$ cat src/rtl/es2c_pkg.sv
// Package for the epoch-seconds to calendar converter: shared constants and types.
// Depends on nothing; every rtl file refers to it by scoped names.
package es2c_pkg;

    // 86400 = 675 * 2^7, so the day split is a shift followed by a divide by 675.
    localparam int unsigned SECS_LOW_BITS = 7;
    localparam logic [9:0]  DAY_SECS_ODD  = 10'd675;
    localparam int unsigned DAY_REM_WIDTH = 11;
    localparam int unsigned TOD_WIDTH     = 17;

    // Pipeline depth of the date path, which the time-of-day path matches.
    localparam int unsigned DATE_STAGES = 10;

    // Reciprocals are floor(2^FRAC / divisor), each followed by one correction step.
    localparam logic [5:0]  SECS_PER_MIN = 6'd60;
    localparam int unsigned TOD_FRAC     = 17;
    localparam logic [11:0] RECIP_60_TOD = 12'd2184;
    localparam int unsigned MIN_FRAC     = 11;
    localparam logic [5:0]  RECIP_60_MIN = 6'd34;

    localparam logic [19:0] MARCH_ERA_SHIFT  = 20'd719468;
    localparam logic [17:0] DAYS_PER_ERA     = 18'd146097;
    localparam logic [17:0] LAST_DAY_OF_ERA  = 18'd146096;
    localparam logic [2:0]  EPOCH_WEEKDAY    = 3'd4;
    localparam logic [2:0]  DAYS_PER_WEEK    = 3'd7;

    localparam int unsigned DOE_FRAC      = 18;
    localparam logic [7:0]  RECIP_1460    = 8'd179;
    localparam logic [10:0] DAYS_PER_4Y   = 11'd1460;
    localparam logic [2:0]  RECIP_36524   = 3'd7;
    localparam logic [15:0] DAYS_PER_CENT = 16'd36524;
    localparam logic [9:0]  RECIP_365     = 10'd718;
    localparam logic [8:0]  DAYS_PER_YEAR = 9'd365;

    localparam logic [8:0]  YEARS_PER_CENT = 9'd100;
    localparam logic [8:0]  YEARS_PER_ERA  = 9'd400;
    localparam logic [10:0] YEAR_BASE      = 11'd1900;
    localparam logic [8:0]  MARCH_TO_JAN   = 9'd306;
    localparam logic [8:0]  DAYS_JAN_FEB   = 9'd59;

    typedef logic [3:0] month_t;
    typedef logic [8:0] doy_t;

    localparam month_t JANUARY       = 4'd0;
    localparam month_t MONTH_MARCH   = 4'd2;
    localparam month_t MP_YEAR_WRAP  = 4'd10;
    localparam month_t MARCH_MONTHS  = 4'd12;

    // First day of each month, counted from March 1 of a March-based year.
    localparam doy_t MARCH_START [12] = '{
        9'd0,   9'd31,  9'd61,  9'd92,  9'd122, 9'd153,
        9'd184, 9'd214, 9'd245, 9'd275, 9'd306, 9'd337
    };

endpackage

$ cat src/rtl/epoch_seconds_to_calendar.sv
// Top level of the epoch-seconds to UTC calendar converter.
// Depends on es2c_pkg, es2c_tod and es2c_date.
//
//  Channel  | Handshake          | Payload
//  ---------+--------------------+-----------------------------------------------
//  input    | start, busy        | epoch_seconds
//  result   | done (one cycle)   | second_of_minute, minute_of_hour, hour_of_day,
//           |                    | day_of_week, years_since_1900, day_of_year,
//           |                    | month_index, day_of_month
//
// A word is taken at every clock edge where start is high; busy never rises, so
// one word per cycle is sustained. Each result appears on done once its word has
// passed the day-split stages and the date pipeline, whose reciprocal-multiply and
// correction stages derive the year of era. The receiver cannot stall the result
// side, and nothing in the pipeline ever waits. Reset clears only the valid bits.
module epoch_seconds_to_calendar #(
    parameter int unsigned SECONDS_WIDTH = 36
) (
    input  logic                     clk,
    input  logic                     rst_n,
    input  logic                     start,
    output logic                     busy,
    input  logic [SECONDS_WIDTH-1:0] epoch_seconds,
    output logic                     done,
    output logic [5:0]               second_of_minute,
    output logic [5:0]               minute_of_hour,
    output logic [4:0]               hour_of_day,
    output logic [2:0]               day_of_week,
    output logic [11:0]              years_since_1900,
    output logic [8:0]               day_of_year,
    output logic [3:0]               month_index,
    output logic [4:0]               day_of_month
);

    // The low seven bits of the seconds bypass the divide, since 86400 = 675 * 128.
    // XW is the width of the part divided by 675; the day count fits in DW bits.
    localparam int unsigned LOW     = es2c_pkg::SECS_LOW_BITS;
    localparam int unsigned XW      = SECONDS_WIDTH - LOW;
    localparam int unsigned DW      = SECONDS_WIDTH - 16;
    localparam int unsigned PW      = XW + DW;
    localparam int unsigned RW      = es2c_pkg::DAY_REM_WIDTH;
    localparam int unsigned LATENCY = 3 + es2c_pkg::DATE_STAGES;

    // floor(2^XW / 675); the quotient estimate is then low by at most one.
    localparam logic [DW-1:0] RECIP_DAY = DW'((64'd1 << XW) / 64'd675);

    logic            v1_reg, v2_reg, v3_reg;
    logic            accept;

    // Stage 1: reciprocal product of the high part of the seconds.
    logic [PW-1:0]   prod1_reg, prod1_next;
    logic [XW-1:0]   hi1_reg;
    logic [LOW-1:0]  lo1_reg;

    // Stage 2: day estimate and the remainder it leaves.
    logic [DW-1:0]   qe2_reg, qe2_next;
    logic [RW-1:0]   r2_reg, r2_next;
    logic [LOW-1:0]  lo2_reg;

    // Stage 3: corrected day count and seconds within the day.
    logic [DW-1:0]                    days3_reg, days3_next;
    logic [es2c_pkg::TOD_WIDTH-1:0]   secs3_reg, secs3_next;

    assign busy   = 1'b0;
    assign accept = start && !busy;

    always_comb
    begin
        logic [XW-1:0] rdiff;
        logic [RW-1:0] rfix;
        prod1_next = PW'(epoch_seconds[SECONDS_WIDTH-1:LOW]) * PW'(RECIP_DAY);

        qe2_next = prod1_reg[PW-1:XW];
        rdiff    = hi1_reg - XW'(XW'(qe2_next) * XW'(es2c_pkg::DAY_SECS_ODD));
        r2_next  = rdiff[RW-1:0];

        if (r2_reg >= RW'(es2c_pkg::DAY_SECS_ODD))
        begin
            days3_next = qe2_reg + DW'(1);
            rfix       = r2_reg - RW'(es2c_pkg::DAY_SECS_ODD);
        end
        else
        begin
            days3_next = qe2_reg;
            rfix       = r2_reg;
        end
        secs3_next = {rfix[es2c_pkg::TOD_WIDTH-LOW-1:0], lo2_reg};
    end

    always_ff @(posedge clk or negedge rst_n)
    begin
        if (!rst_n)
        begin
            v1_reg <= 1'b0;
            v2_reg <= 1'b0;
            v3_reg <= 1'b0;
        end
        else
        begin
            v1_reg <= accept;
            v2_reg <= v1_reg;
            v3_reg <= v2_reg;
        end
    end

    always_ff @(posedge clk)
    begin
        prod1_reg <= prod1_next;
        hi1_reg   <= epoch_seconds[SECONDS_WIDTH-1:LOW];
        lo1_reg   <= epoch_seconds[LOW-1:0];
        qe2_reg   <= qe2_next;
        r2_reg    <= r2_next;
        lo2_reg   <= lo1_reg;
        days3_reg <= days3_next;
        secs3_reg <= secs3_next;
    end

    // Time of day and calendar date run side by side with equal latency.
    es2c_tod u_tod (
        .clk              (clk),
        .day_secs         (secs3_reg),
        .hour_of_day      (hour_of_day),
        .minute_of_hour   (minute_of_hour),
        .second_of_minute (second_of_minute)
    );

    es2c_date #(
        .DAYS_WIDTH (DW)
    ) u_date (
        .clk              (clk),
        .rst_n            (rst_n),
        .in_valid         (v3_reg),
        .days             (days3_reg),
        .out_valid        (done),
        .day_of_week      (day_of_week),
        .years_since_1900 (years_since_1900),
        .day_of_year      (day_of_year),
        .month_index      (month_index),
        .day_of_month     (day_of_month)
    );

`ifndef ASSERT_OFF
    a_latency: assert property (@(posedge clk) disable iff (!rst_n)
        accept |-> ##LATENCY done)
        else $error("accepted word produced no result at the expected cycle");

    a_no_orphan: assert property (@(posedge clk) disable iff (!rst_n)
        done |-> $past(accept, LATENCY))
        else $error("result strobe without a matching accepted word");

    a_clock_range: assert property (@(posedge clk) disable iff (!rst_n)
        done |-> (second_of_minute < 6'd60) && (minute_of_hour < 6'd60)
                 && (hour_of_day < 5'd24))
        else $error("time of day out of range");

    a_date_range: assert property (@(posedge clk) disable iff (!rst_n)
        done |-> (month_index <= 4'd11) && (day_of_month != 5'd0)
                 && (day_of_year <= 9'd365) && (day_of_week <= 3'd6))
        else $error("calendar field out of range");

    a_january: assert property (@(posedge clk) disable iff (!rst_n)
        (done && (month_index == es2c_pkg::JANUARY))
            |-> (day_of_year == (9'(day_of_month) - 9'd1)))
        else $error("January day of year disagrees with day of month");
`endif

endmodule

$ cat src/rtl/es2c_tod.sv
// Time-of-day splitter: seconds within a day into hour, minute and second.
// Depends on es2c_pkg; its latency matches the date path (DATE_STAGES).
module es2c_tod (
    input  logic                             clk,
    input  logic [es2c_pkg::TOD_WIDTH-1:0]   day_secs,
    output logic [4:0]                       hour_of_day,
    output logic [5:0]                       minute_of_hour,
    output logic [5:0]                       second_of_minute
);

    localparam int unsigned PMW = es2c_pkg::TOD_WIDTH + 12;
    localparam int unsigned PHW = 11 + 6;
    localparam int unsigned PAD = es2c_pkg::DATE_STAGES - 4;

    typedef struct packed {
        logic [4:0] hour;
        logic [5:0] minute;
        logic [5:0] second;
    } tod_t;

    logic [PMW-1:0]                     pm_reg, pm_next;
    logic [es2c_pkg::TOD_WIDTH-1:0]     secs1_reg;
    logic [10:0]                        mq_reg, mq_next;
    logic [6:0]                         mr_reg, mr_next;
    logic [10:0]                        mins_reg, mins_next;
    logic [5:0]                         sec3_reg, sec3_next;
    logic [PHW-1:0]                     ph_reg, ph_next;
    logic [4:0]                         hq_reg, hq_next;
    logic [6:0]                         hr_reg, hr_next;
    logic [5:0]                         sec4_reg;
    tod_t                               tod_next;
    tod_t                               pad_reg [PAD];

    always_comb
    begin
        logic [es2c_pkg::TOD_WIDTH-1:0] sdiff;
        logic [10:0]                    mdiff;
        pm_next = PMW'(day_secs) * PMW'(es2c_pkg::RECIP_60_TOD);

        mq_next = pm_reg[es2c_pkg::TOD_FRAC + 10:es2c_pkg::TOD_FRAC];
        sdiff   = secs1_reg - es2c_pkg::TOD_WIDTH'(
                  es2c_pkg::TOD_WIDTH'(mq_next) * es2c_pkg::TOD_WIDTH'(es2c_pkg::SECS_PER_MIN));
        mr_next = sdiff[6:0];

        // The estimate is low by at most one minute.
        if (mr_reg >= 7'(es2c_pkg::SECS_PER_MIN))
        begin
            mins_next = mq_reg + 11'd1;
            sec3_next = 6'(mr_reg - 7'(es2c_pkg::SECS_PER_MIN));
        end
        else
        begin
            mins_next = mq_reg;
            sec3_next = mr_reg[5:0];
        end
        ph_next = PHW'(mins_next) * PHW'(es2c_pkg::RECIP_60_MIN);

        hq_next = ph_reg[es2c_pkg::MIN_FRAC + 4:es2c_pkg::MIN_FRAC];
        mdiff   = mins_reg - 11'(11'(hq_next) * 11'(es2c_pkg::SECS_PER_MIN));
        hr_next = mdiff[6:0];

        if (hr_reg >= 7'(es2c_pkg::SECS_PER_MIN))
        begin
            tod_next.hour   = hq_reg + 5'd1;
            tod_next.minute = 6'(hr_reg - 7'(es2c_pkg::SECS_PER_MIN));
        end
        else
        begin
            tod_next.hour   = hq_reg;
            tod_next.minute = hr_reg[5:0];
        end
        tod_next.second = sec4_reg;
    end

    always_ff @(posedge clk)
    begin
        pm_reg    <= pm_next;
        secs1_reg <= day_secs;
        mq_reg    <= mq_next;
        mr_reg    <= mr_next;
        mins_reg  <= mins_next;
        sec3_reg  <= sec3_next;
        ph_reg    <= ph_next;
        hq_reg    <= hq_next;
        hr_reg    <= hr_next;
        sec4_reg  <= sec3_reg;
        pad_reg[0] <= tod_next;
        for (int i = 1; i < PAD; i++)
        begin
            pad_reg[i] <= pad_reg[i-1];
        end
    end

    assign hour_of_day      = pad_reg[PAD-1].hour;
    assign minute_of_hour   = pad_reg[PAD-1].minute;
    assign second_of_minute = pad_reg[PAD-1].second;

endmodule

$ cat src/rtl/es2c_date.sv
// Civil date pipeline: day count since the epoch into weekday and Gregorian date.
// Depends on es2c_pkg, whose DATE_STAGES also sizes the valid pipeline.
module es2c_date #(
    parameter int unsigned DAYS_WIDTH = 20
) (
    input  logic                  clk,
    input  logic                  rst_n,
    input  logic                  in_valid,
    input  logic [DAYS_WIDTH-1:0] days,
    output logic                  out_valid,
    output logic [2:0]            day_of_week,
    output logic [11:0]           years_since_1900,
    output logic [8:0]            day_of_year,
    output logic [3:0]            month_index,
    output logic [4:0]            day_of_month
);

    // The shifted day count must hold the March era offset even for narrow day counts.
    localparam int unsigned ZW  = ((DAYS_WIDTH > 20) ? DAYS_WIDTH : 20) + 1;
    localparam int unsigned EW  = ZW - 17;
    localparam int unsigned WW  = ZW - 2;
    localparam int unsigned YW  = EW + 10;
    localparam int unsigned PEW = ZW + EW;
    localparam int unsigned PWW = ZW + WW;
    localparam int unsigned NS  = es2c_pkg::DATE_STAGES;
    localparam logic [EW-1:0] RECIP_ERA  = EW'((64'd1 << ZW) / 64'd146097);
    localparam logic [WW-1:0] RECIP_WEEK = WW'((64'd1 << ZW) / 64'd7);
    localparam logic [8:0] CENT2 = 9'(2 * es2c_pkg::YEARS_PER_CENT);
    localparam logic [8:0] CENT3 = 9'(3 * es2c_pkg::YEARS_PER_CENT);

    logic [NS-1:0] vld_reg;

    // stage 1
    logic [ZW-1:0]  z1_reg, z1_next, w1_reg, w1_next;
    logic [PEW-1:0] pe1_reg, pe1_next;
    logic [PWW-1:0] pw1_reg, pw1_next;
    // stage 2
    logic [EW-1:0]  era2_reg, era2_next;
    logic [18:0]    doe2_reg, doe2_next;
    logic [3:0]     wr2_reg, wr2_next;
    // stage 3
    logic [EW-1:0]  era3_reg, era3_next;
    logic [17:0]    doe3_reg, doe3_next;
    logic [2:0]     wd3_reg, wd3_next;
    logic [25:0]    pa3_reg, pa3_next;
    logic [20:0]    pb3_reg, pb3_next;
    // stage 4
    logic [6:0]     ae4_reg, ae4_next;
    logic [11:0]    ar4_reg, ar4_next;
    logic [2:0]     be4_reg, be4_next;
    logic [16:0]    br4_reg, br4_next;
    logic [17:0]    doe4_reg;
    // stage 5
    logic [17:0]    n5_reg, n5_next;
    logic [17:0]    doe5_reg;
    // stage 6
    logic [27:0]    pn6_reg, pn6_next;
    logic [17:0]    n6_reg, doe6_reg;
    // stage 7
    logic [8:0]     ye7_reg, ye7_next;
    logic [9:0]     yr7_reg, yr7_next;
    logic [17:0]    doe7_reg;
    // stage 8
    logic [8:0]     yoe8_reg, yoe8_next;
    logic [17:0]    doe8_reg;
    // stage 9
    logic [8:0]     doy9_reg, doy9_next;
    logic           leap9_reg, leap9_next;
    logic [YW-1:0]  yb9_reg, yb9_next;
    // carried era, stages 4 through 8, and weekday, stages 4 through 9
    logic [EW-1:0]  era_c_reg [4:8];
    logic [2:0]     wd_c_reg  [4:9];
    // outputs
    logic [2:0]     wd_out_reg;
    logic [11:0]    year_out_reg, year_out_next;
    logic [8:0]     yday_out_reg, yday_out_next;
    es2c_pkg::month_t mon_out_reg, mon_out_next;
    logic [4:0]     mday_out_reg, mday_out_next;

    always_comb
    begin
        logic [ZW-1:0]   zdiff, wdiff;
        logic [17:0]     adiff, bdiff, ydiff, acc;
        logic [1:0]      c100;
        logic            cent_exact;
        es2c_pkg::month_t mp;
        logic [8:0]      mdiff;
        logic [YW-1:0]   year_full;

        // Stage 1: shift to the March-based era and start both reciprocal multiplies.
        z1_next  = ZW'(days) + ZW'(es2c_pkg::MARCH_ERA_SHIFT);
        w1_next  = ZW'(days) + ZW'(es2c_pkg::EPOCH_WEEKDAY);
        pe1_next = PEW'(z1_next) * PEW'(RECIP_ERA);
        pw1_next = PWW'(w1_next) * PWW'(RECIP_WEEK);

        // Stage 2: quotient estimates and their remainders.
        era2_next = pe1_reg[PEW-1:ZW];
        zdiff     = z1_reg - ZW'(ZW'(era2_next) * ZW'(es2c_pkg::DAYS_PER_ERA));
        doe2_next = zdiff[18:0];
        wdiff     = w1_reg - ZW'(ZW'(pw1_reg[PWW-1:ZW]) * ZW'(es2c_pkg::DAYS_PER_WEEK));
        wr2_next  = wdiff[3:0];

        // Stage 3: correct era and weekday, then estimate the 4-year and century counts.
        if (doe2_reg >= 19'(es2c_pkg::DAYS_PER_ERA))
        begin
            era3_next = era2_reg + EW'(1);
            doe3_next = 18'(doe2_reg - 19'(es2c_pkg::DAYS_PER_ERA));
        end
        else
        begin
            era3_next = era2_reg;
            doe3_next = doe2_reg[17:0];
        end
        wd3_next = (wr2_reg >= 4'(es2c_pkg::DAYS_PER_WEEK))
                 ? 3'(wr2_reg - 4'(es2c_pkg::DAYS_PER_WEEK)) : wr2_reg[2:0];
        pa3_next = 26'(doe3_next) * 26'(es2c_pkg::RECIP_1460);
        pb3_next = 21'(doe3_next) * 21'(es2c_pkg::RECIP_36524);

        // Stage 4
        ae4_next = pa3_reg[es2c_pkg::DOE_FRAC + 6:es2c_pkg::DOE_FRAC];
        adiff    = doe3_reg - 18'(18'(ae4_next) * 18'(es2c_pkg::DAYS_PER_4Y));
        ar4_next = adiff[11:0];
        be4_next = pb3_reg[es2c_pkg::DOE_FRAC + 2:es2c_pkg::DOE_FRAC];
        bdiff    = doe3_reg - 18'(18'(be4_next) * 18'(es2c_pkg::DAYS_PER_CENT));
        br4_next = bdiff[16:0];

        // Stage 5: day of era with the leap days folded out.
        n5_next = doe4_reg
                - 18'(ae4_reg + 7'(ar4_reg >= 12'(es2c_pkg::DAYS_PER_4Y)))
                + 18'(be4_reg + 3'(br4_reg >= 17'(es2c_pkg::DAYS_PER_CENT)))
                - 18'(doe4_reg == es2c_pkg::LAST_DAY_OF_ERA);

        // Stage 6
        pn6_next = 28'(n5_reg) * 28'(es2c_pkg::RECIP_365);

        // Stage 7
        ye7_next = pn6_reg[es2c_pkg::DOE_FRAC + 8:es2c_pkg::DOE_FRAC];
        ydiff    = n6_reg - 18'(18'(ye7_next) * 18'(es2c_pkg::DAYS_PER_YEAR));
        yr7_next = ydiff[9:0];

        // Stage 8
        yoe8_next = ye7_reg + 9'(yr7_reg >= 10'(es2c_pkg::DAYS_PER_YEAR));

        // Stage 9: day within the March-based year, leap flag and base year.
        c100 = 2'(yoe8_reg >= es2c_pkg::YEARS_PER_CENT) + 2'(yoe8_reg >= CENT2)
             + 2'(yoe8_reg >= CENT3);
        acc  = 18'(18'(yoe8_reg) * 18'(es2c_pkg::DAYS_PER_YEAR))
             + 18'(yoe8_reg[8:2]) - 18'(c100);
        doy9_next  = 9'(doe8_reg - acc);
        cent_exact = (yoe8_reg == es2c_pkg::YEARS_PER_CENT) || (yoe8_reg == CENT2)
                  || (yoe8_reg == CENT3);
        // Within an era the year modulo 400 is the year of era itself.
        leap9_next = (yoe8_reg[1:0] == 2'b00) && !cent_exact;
        yb9_next   = YW'(YW'(era_c_reg[8]) * YW'(es2c_pkg::YEARS_PER_ERA)) + YW'(yoe8_reg);

        // Stage 10: month lookup and calendar fields.
        mp = '0;
        for (int i = 1; i < 12; i++)
        begin
            mp = mp + es2c_pkg::month_t'(doy9_reg >= es2c_pkg::MARCH_START[i]);
        end
        mdiff         = doy9_reg - es2c_pkg::MARCH_START[mp] + 9'd1;
        mday_out_next = mdiff[4:0];
        if (mp < es2c_pkg::MP_YEAR_WRAP)
        begin
            mon_out_next  = mp + es2c_pkg::MONTH_MARCH;
            year_full     = yb9_reg;
            yday_out_next = doy9_reg + es2c_pkg::DAYS_JAN_FEB + 9'(leap9_reg);
        end
        else
        begin
            mon_out_next  = mp + es2c_pkg::MONTH_MARCH - es2c_pkg::MARCH_MONTHS;
            year_full     = yb9_reg + YW'(1);
            yday_out_next = doy9_reg - es2c_pkg::MARCH_TO_JAN;
        end
        year_out_next = 12'(year_full - YW'(es2c_pkg::YEAR_BASE));
    end

    always_ff @(posedge clk or negedge rst_n)
    begin
        if (!rst_n)
        begin
            vld_reg <= '0;
        end
        else
        begin
            vld_reg <= {vld_reg[NS-2:0], in_valid};
        end
    end

    always_ff @(posedge clk)
    begin
        z1_reg   <= z1_next;
        w1_reg   <= w1_next;
        pe1_reg  <= pe1_next;
        pw1_reg  <= pw1_next;
        era2_reg <= era2_next;
        doe2_reg <= doe2_next;
        wr2_reg  <= wr2_next;
        era3_reg <= era3_next;
        doe3_reg <= doe3_next;
        wd3_reg  <= wd3_next;
        pa3_reg  <= pa3_next;
        pb3_reg  <= pb3_next;
        ae4_reg  <= ae4_next;
        ar4_reg  <= ar4_next;
        be4_reg  <= be4_next;
        br4_reg  <= br4_next;
        doe4_reg <= doe3_reg;
        n5_reg   <= n5_next;
        doe5_reg <= doe4_reg;
        pn6_reg  <= pn6_next;
        n6_reg   <= n5_reg;
        doe6_reg <= doe5_reg;
        ye7_reg  <= ye7_next;
        yr7_reg  <= yr7_next;
        doe7_reg <= doe6_reg;
        yoe8_reg <= yoe8_next;
        doe8_reg <= doe7_reg;
        doy9_reg  <= doy9_next;
        leap9_reg <= leap9_next;
        yb9_reg   <= yb9_next;
        era_c_reg[4] <= era3_reg;
        wd_c_reg[4]  <= wd3_reg;
        for (int i = 5; i <= 8; i++)
        begin
            era_c_reg[i] <= era_c_reg[i-1];
        end
        for (int i = 5; i <= 9; i++)
        begin
            wd_c_reg[i] <= wd_c_reg[i-1];
        end
        wd_out_reg   <= wd_c_reg[9];
        year_out_reg <= year_out_next;
        yday_out_reg <= yday_out_next;
        mon_out_reg  <= mon_out_next;
        mday_out_reg <= mday_out_next;
    end

    assign out_valid        = vld_reg[NS-1];
    assign day_of_week      = wd_out_reg;
    assign years_since_1900 = year_out_reg;
    assign day_of_year      = yday_out_reg;
    assign month_index      = mon_out_reg;
    assign day_of_month     = mday_out_reg;

endmodule

$ cat config.mk
export PLATFORM = sky130hd
export DESIGN_NAME = epoch_seconds_to_calendar
export DESIGN_NICKNAME = d
export VERILOG_FILES = /design/src/rtl/es2c_pkg.sv /design/src/rtl/epoch_seconds_to_calendar.sv /design/src/rtl/es2c_tod.sv /design/src/rtl/es2c_date.sv
export SDC_FILE = /design/constraint.sdc
export NUM_CORES = 2
export LEC_CHECK = 0
export ABC_CLOCK_PERIOD_IN_PS = 5900
export BUFFER_PORTS_ARGS = -buffer_cell sky130_fd_sc_hd__buf_2
export CORE_MARGIN = 8
export CORE_UTILIZATION = 35
export CTS_BUF_LIST = sky130_fd_sc_hd__clkbuf_8
export CTS_CLUSTER_DIAMETER = 100
export DETAILED_ROUTE_END_ITERATION = 6
export MAX_ROUTING_LAYER = met4
export PLACE_DENSITY = 0.55
export REMOVE_ABC_BUFFERS = 1
export SYNTH_ARGS = -nofsm -noshare
export SYNTH_HDL_FRONTEND = slang
export SYNTH_SLANG_ARGS = --single-unit
$ cat constraint.sdc
create_clock -name clk -period 5.9 [get_ports clk]
set_input_delay 0.295 -clock clk [delete_from_list [all_inputs] [get_ports clk]]
set_output_delay 0.295 -clock clk [all_outputs]
set_load 0.02 [all_outputs]
Word level (Yosys, flattened, before mapping)
Memories as Yosys holds them, arrays and structs flattened. A register that Yosys moved wholly into a read port is not among the register bits.
Index checks and enable logic that the tools add are counted.
{"block": "word_totals", "ff_bits": 661, "mem_bits_rw": 140, "rom_bits": 144, "in_bits": 39, "output_inout_bits": 52, "elab_cells": 175, "mem_count": 4}
{"memory": "(no name shown)", "words": 16, "width": 9, "rd": 1, "rd_ports_with_merged_regs": 0, "write_ports": 0, "line_no": "es2c_date.sv:162", "rtl": "mdiff = doy9_reg - es2c_pkg::MARCH_START[mp] + 9'd1;"}
{"memory": "u_tod.pad_reg", "words": 6, "width": 17, "rd": 6, "rd_ports_with_merged_regs": 0, "write_ports": 6, "line_no": "es2c_tod.sv:32", "rtl": "tod_t pad_reg [PAD];"}
{"memory": "u_date.era_c_reg", "words": 5, "width": 4, "rd": 5, "rd_ports_with_merged_regs": 0, "write_ports": 5, "line_no": "es2c_date.sv:71", "rtl": "logic [EW-1:0] era_c_reg [4:8];"}
{"memory": "u_date.wd_c_reg", "words": 6, "width": 3, "rd": 6, "rd_ports_with_merged_regs": 1, "write_ports": 6, "line_no": "es2c_date.sv:72", "rtl": "logic [2:0] wd_c_reg [4:9];"}
{"block": "op_classes", "n_addsub": 50, "mul": 18, "order_cmp": 24, "eq_ne": 4, "n_mux": 13, "bitwise": 1, "n_reduce_logical": 5}
{"operator": "multiplier 29 x 18 -> 47 bit, second input constant", "n": 1}
{"operator": ">= comparator 9 x 8 -> 1 bit, second input constant", "n": 5}
{"operator": "multiplier 21 x 19 -> 40 bit, second input constant", "n": 1}
{"operator": "adder 4 x 1 -> 4 bit", "n": 9}
{"operator": ">= comparator 9 bit, second input constant", "n": 4}
{"operator": ">= comparator 9 x 7 -> 1 bit, second input constant", "n": 3}
{"operator": "multiplier 18 x 9 -> 26 bit, second input constant", "n": 1}
{"operator": "multiplier 17 x 9 -> 25 bit, second input constant", "n": 1}
{"operator": "multiplier 18 x 8 -> 25 bit, second input constant", "n": 1}
{"operator": "multiplier 21 x 3 -> 24 bit, second input constant", "n": 1}
{"operator": "2-to-1 mux 11 bit", "n": 2}
{"operator": "adder 20 x 20 -> 21 bit, second input constant", "n": 1}
{"operator": "adder 20 x 3 -> 21 bit, second input constant", "n": 1}
{"operator": "multiplier 18 x 3 -> 21 bit, second input constant", "n": 1}
{"operator": "adder 20 x 1 -> 20 bit, second input constant", "n": 1}
{"operator": "multiplier 20 x 10 -> 11 bit, second input constant", "n": 1}
{"operator": "2-to-1 mux 20 bit", "n": 1}
{"operator": ">= comparator 19 x 18 -> 1 bit, second input constant", "n": 1}
{"operator": "multiplier 19 x 3 -> 4 bit, second input constant", "n": 1}
{"operator": "multiplier 4 x 18 -> 19 bit, second input constant", "n": 1}
{"operator": "subtractor 19 bit", "n": 1}
{"operator": "adder 18 bit", "n": 1}
{"operator": "adder 9 x 1 -> 9 bit", "n": 2}
{"operator": "== test 18 bit, second input constant", "n": 1}
{"operator": "64 further kinds", "n": 72}

Longest topological paths before layout
{"block": "logic_depth", "word_depth": 17, "mapped_depth": 28, "ltp_nobuf": 26}

Hierarchy
From an unflattened synthesis, not the netlist that was laid out.
{"block": "unflattened", "cells_unflattened": 4385, "area_unflattened_um2": 45777.7}
{"module": "es2c_date", "instances": 1, "cells_per_inst": 2758, "area_each_um2": 27729.1}
{"module": "epoch_seconds_to_calendar", "instances": 1, "cells_per_inst": 1118, "area_each_um2": 11780.0}
{"module": "es2c_tod", "instances": 1, "cells_per_inst": 509, "area_each_um2": 6268.5}

Least setup slack after synthesis
Ideal clock, no wire load.
{"block": "synth_timing", "path_kind": "register to register", "from": "register u_date.doe2_reg[0]", "to": "register u_date.pa3_reg[24]", "setup_ps": 72, "arrival_ps": 6212, "required_time_ps": 5828, "path_slack_ps": -384, "stages_incl_launch_ff": 24, "path_buffers": 1, "cell_sequence": "dfxtp_1 -> or4_4 -> a221oi_4 -> a21oi_2 -> o41ai_4 -> and2_1 -> buf_6 -> nor2_1 -> xor2_1 -> ha_1 -> fa_1 -> fa_1 -> inv_1 -> fa_1 -> inv_1 -> ha_1 -> a21o_1 -> a21oi_1 -> o21ai_0 -> or3_1 -> o21ai_0 -> o2111ai_1 -> a21oi_1 -> xnor2_1"}
{"block": "synth_between", "elab_chain_cells": 3, "elab_cells_between_ends": 4}
{"element": "start, declared", "line_no": "es2c_date.sv:39", "rtl": "logic [18:0] doe2_reg, doe2_next;"}
{"element": "start signal, assigned", "line_no": "es2c_date.sv:198", "rtl": "doe2_reg <= doe2_next;"}
{"element": "subtractor 18 bit or >= comparator 19 x 18 -> 1 bit (tied branches)", "line_no": "es2c_date.sv:107, es2c_date.sv:104"}
{"element": "2-to-1 mux 18 bit *", "line_no": "es2c_date.sv:104", "rtl": "if (doe2_reg >= 19'(es2c_pkg::DAYS_PER_ERA))"}
{"element": "named net u_date.doe3_next[7]", "line_no": "es2c_date.sv:43", "rtl": "logic [17:0] doe3_reg, doe3_next;"}
{"element": "multiplier 18 x 8 -> 25 bit *", "line_no": "es2c_date.sv:116", "rtl": "pa3_next = 26'(doe3_next) * 26'(es2c_pkg::RECIP_1460);"}
{"element": "named net u_date.pa3_next[24]", "line_no": "es2c_date.sv:45", "rtl": "logic [25:0] pa3_reg, pa3_next;"}
{"element": "end signal, assigned", "line_no": "es2c_date.sv:203", "rtl": "pa3_reg <= pa3_next;"}
{"element": "end, declared", "line_no": "es2c_date.sv:45"}
Mark *: on every way through the listed nets, which the timed path passes. The rest lies on a longest branch.

Final worst setup path
{"block": "layout_timing", "from": "register u_date.doe2_reg[3]", "to": "register u_date.pa3_reg[22]"}
The elaborated chain is that of the path after synthesis.

==> impl_metrics.ini <==
[status]
outcome = complete, no violations

[critical_path]
cp_cell_sequence = or4_4 > a221oi_4 > a21oi_2 > o41ai_4 > buf_4 > nand2_4 > o21a_1 > xor2_2 > buf_4 > ha_2 > inv_1 > fa_1 > fa_1 > fa_1 > inv_1 > ha_4 > a21oi_2 > o21ai_2 > or3_1 > o21ai_2 > buf_4 > o21bai_4 > a21oi_2 > xnor2_1
worstPathArrival_ns = 6.47
cp_num_cells = 24
crit_path_max_fanout = 5
r2r-end = u_date.pa3_reg[22]
critical_path_class = flip-flop to flip-flop
reg2reg_slack_ns = 0.16
crit_path_end_kind = flip-flop
cp_slowest_cell = or4_4
cp_top_family = adder cells
crit_start = u_date.doe2_reg[3]
r2r_start = u_date.doe2_reg[3]
r2r_cells = 24
required_ns = 6.63
endpoint = u_date.pa3_reg[22]
slowest_delay_ns = 0.57
path_buf_inv = 5
cp-start-kind = flip-flop

[route]
drc = 0
drt_iter0_drc = 867
antenna_left = 0
via_per_inst = 4.49
wl_per_cell_um = 13.5
vias = 28221
drt_first_pass_iters = 5
wirelength_um = 84900

[clock_tree]
htree_levels = 3
clk_pin_slew_ns = 0.06
cts_buffers = 111
cts_root_buf = clkbuf_8
cts.sinks = 637
clock_path_buffers = 3
tritoncts = done
clk_latency_ns = 0.79

[floorplanning]
num_rows = 131
pin_count = 91
start_util = 0.353
core_area_um2 = 128000
die_w_um = 375
dieHeight_um = 375
die_area_um2 = 140000

[sta]
setup-violations-final = 0
fin_skew_ns = 0.0649
slew_viol_final = 0
fin_tns_setup_ns = 0
tightest_slew_ns = 0.788
relSlewSlack = 0.461
fmax_ghz = 0.174
post-route-min-period_ns = 5.74
hold_violations = 0
finalCritPeriodShare = 0.973

[synthesis]
synth_flop_cell = dfxtp_1
syn_inst = 4220
syn-cell-area_um2 = 45000
ys_seq_area_frac = 0.285
ys_ff_latch = 637
syn_avg_cell_area_um2 = 10.7
synth_edf_count = 0
ys_warn_count = 0
yosysUniqueCellTypes = 80
synthArstFlopShare = 0.0204

[finish]
largest_reg_flops = 102
multi_input_area_um2 = 29300
instances_no_fill = 6292
nFillCells = 12426
final_cell_mix = 838 x ha_1, 831 x inv_1, 619 x dfxtp_1, 436 x fa_1, 285 x xnor2_1
layout_commonest_cell = ha_1
final_layout_size_suffix_gt1_frac = 0.107
fin_area_um2 = 51400
final_net_count = 5866
register_area_um2 = 12800
synthToLayoutAreaGrowth_pct = 14.2
post-route-util = 0.403

[grt]
grt_usage = 0.125
antenna_found_initial = 1
grt_pass1_wl_um = 143000
grt_pass1_vias = 29748
globalRouteOverflowTotal = 0
grt_max_degree = 20

[min_path]
min_path_type = input pin to flip-flop

[placed_design]
placed_cells = 6054
postPlaceCellArea_um2 = 48300
portBuffers = 89
dp_hpwl_um = 70900
place_congestion = 0.842

[run]
max_cap_viol_count = 0
==> cell usage after synthesis, drive strengths merged (7+ instances only) <==
cell type  number  area, µm²
a21oi         146        738
dfxtp         624      12500
nand2b         29        181
and4            9       78.8
clkbuf         25       93.8
o21a           22        165
nor2b          31        194
o31ai          11       82.6
ha            849      10600
mux2i           8       80.1
nor4           14       87.6
o211ai         12       90.1
and3           29        186
nor2          107        417
nor3           43        215
or2             7       43.8
a2111oi         7       61.3
o21bai         23        173
a211oi         16        120
nand4          33        206
and2           16        100
nand3b          7       52.6
a21boi          8       60.1
xnor2         290       2560
a31oi          19        119
dfrtp          13        325
nand3          64        320
or3            16        100
a21o           63        473
a31o            8       70.1
o221ai          7       61.3
fa            438       8770
inv           817       3070
xor2           98        896
nand2         141        532
o21ai          92        460
==> how the worst min path moves through the flow <==
stage / from / endpoint / slack (ns) / depth (start not counted)
global placement: rst_n / u_date.vld_reg[9] / 0.18 / 1
CTS: start / v1_reg / 0.01 / 2
floorplan: rst_n / u_date.vld_reg[0] / -0.0006 / 0
finish: start / v1_reg / 0.15 / 2
global route: start / v1_reg / 0.06 / 2
detailed placement: rst_n / u_date.vld_reg[9] / 0.19 / 1
==> cell families (layout without fill, tap and decap cells) <==
family                     after synthesis  in the layout  share of synthesized area
muxes                                   14             14                    0.00328
AOI/OAI and AO/OA                      485            485                     0.0701
and+or+nand+nor                        560            560                     0.0631
DFF                                    637            637                      0.285
buffers and inverters                  848           1257                     0.0710
xor gates and xnor gates               388            388                     0.0768
other                                    1              2                  0.0000833
adders and majority gates             1287           1287                      0.431
==> what timing repair did <==
action	CTS	global route
resized for setup	3	76
hold buffers	21	0
pin swaps	0	48
gates cloned	0	0
buffers inserted	1	13
endpoints found under the hold margin	32	0
setup endpoints to repair	2	14
==> routing by layer <==
metal,share of wire,GRT usage,wire (µm)
met1,0.46,0.149,38700
met2,0.48,0.215,41000
met3,0.032,0.0232,2700
met4,0.030,0.0408,2510
met5,0,-,0
==> layout make-up <==
class	instances	area share
antenna	1	0.0000487
multi-input combinational	2735	0.570
timing repair buffer	238	0.0317
clock buffer	136	0.0364
inverter	817	0.0597
sequential	637	0.250
tap	1662	0.0405
clock inverter	66	0.0120
==> metrics by stage <==
| stage | worst slack, ns | hold WS [ns] |
|---|---|---|
| finish | 0.158 | 0.145 |
| global route | -0.0433 | 0.0584 |
| CTS | 0.0206 | 0.0141 |
| detailed placement | -0.0879 | 0.194 |
| global placement | -0.0475 | 0.183 |
| floorplan | -0.545 | -0.000591 |
Power is left out: the tool's default activity adds up to more than one toggle a clock period on the data nets, which glitch-free logic cannot reach.
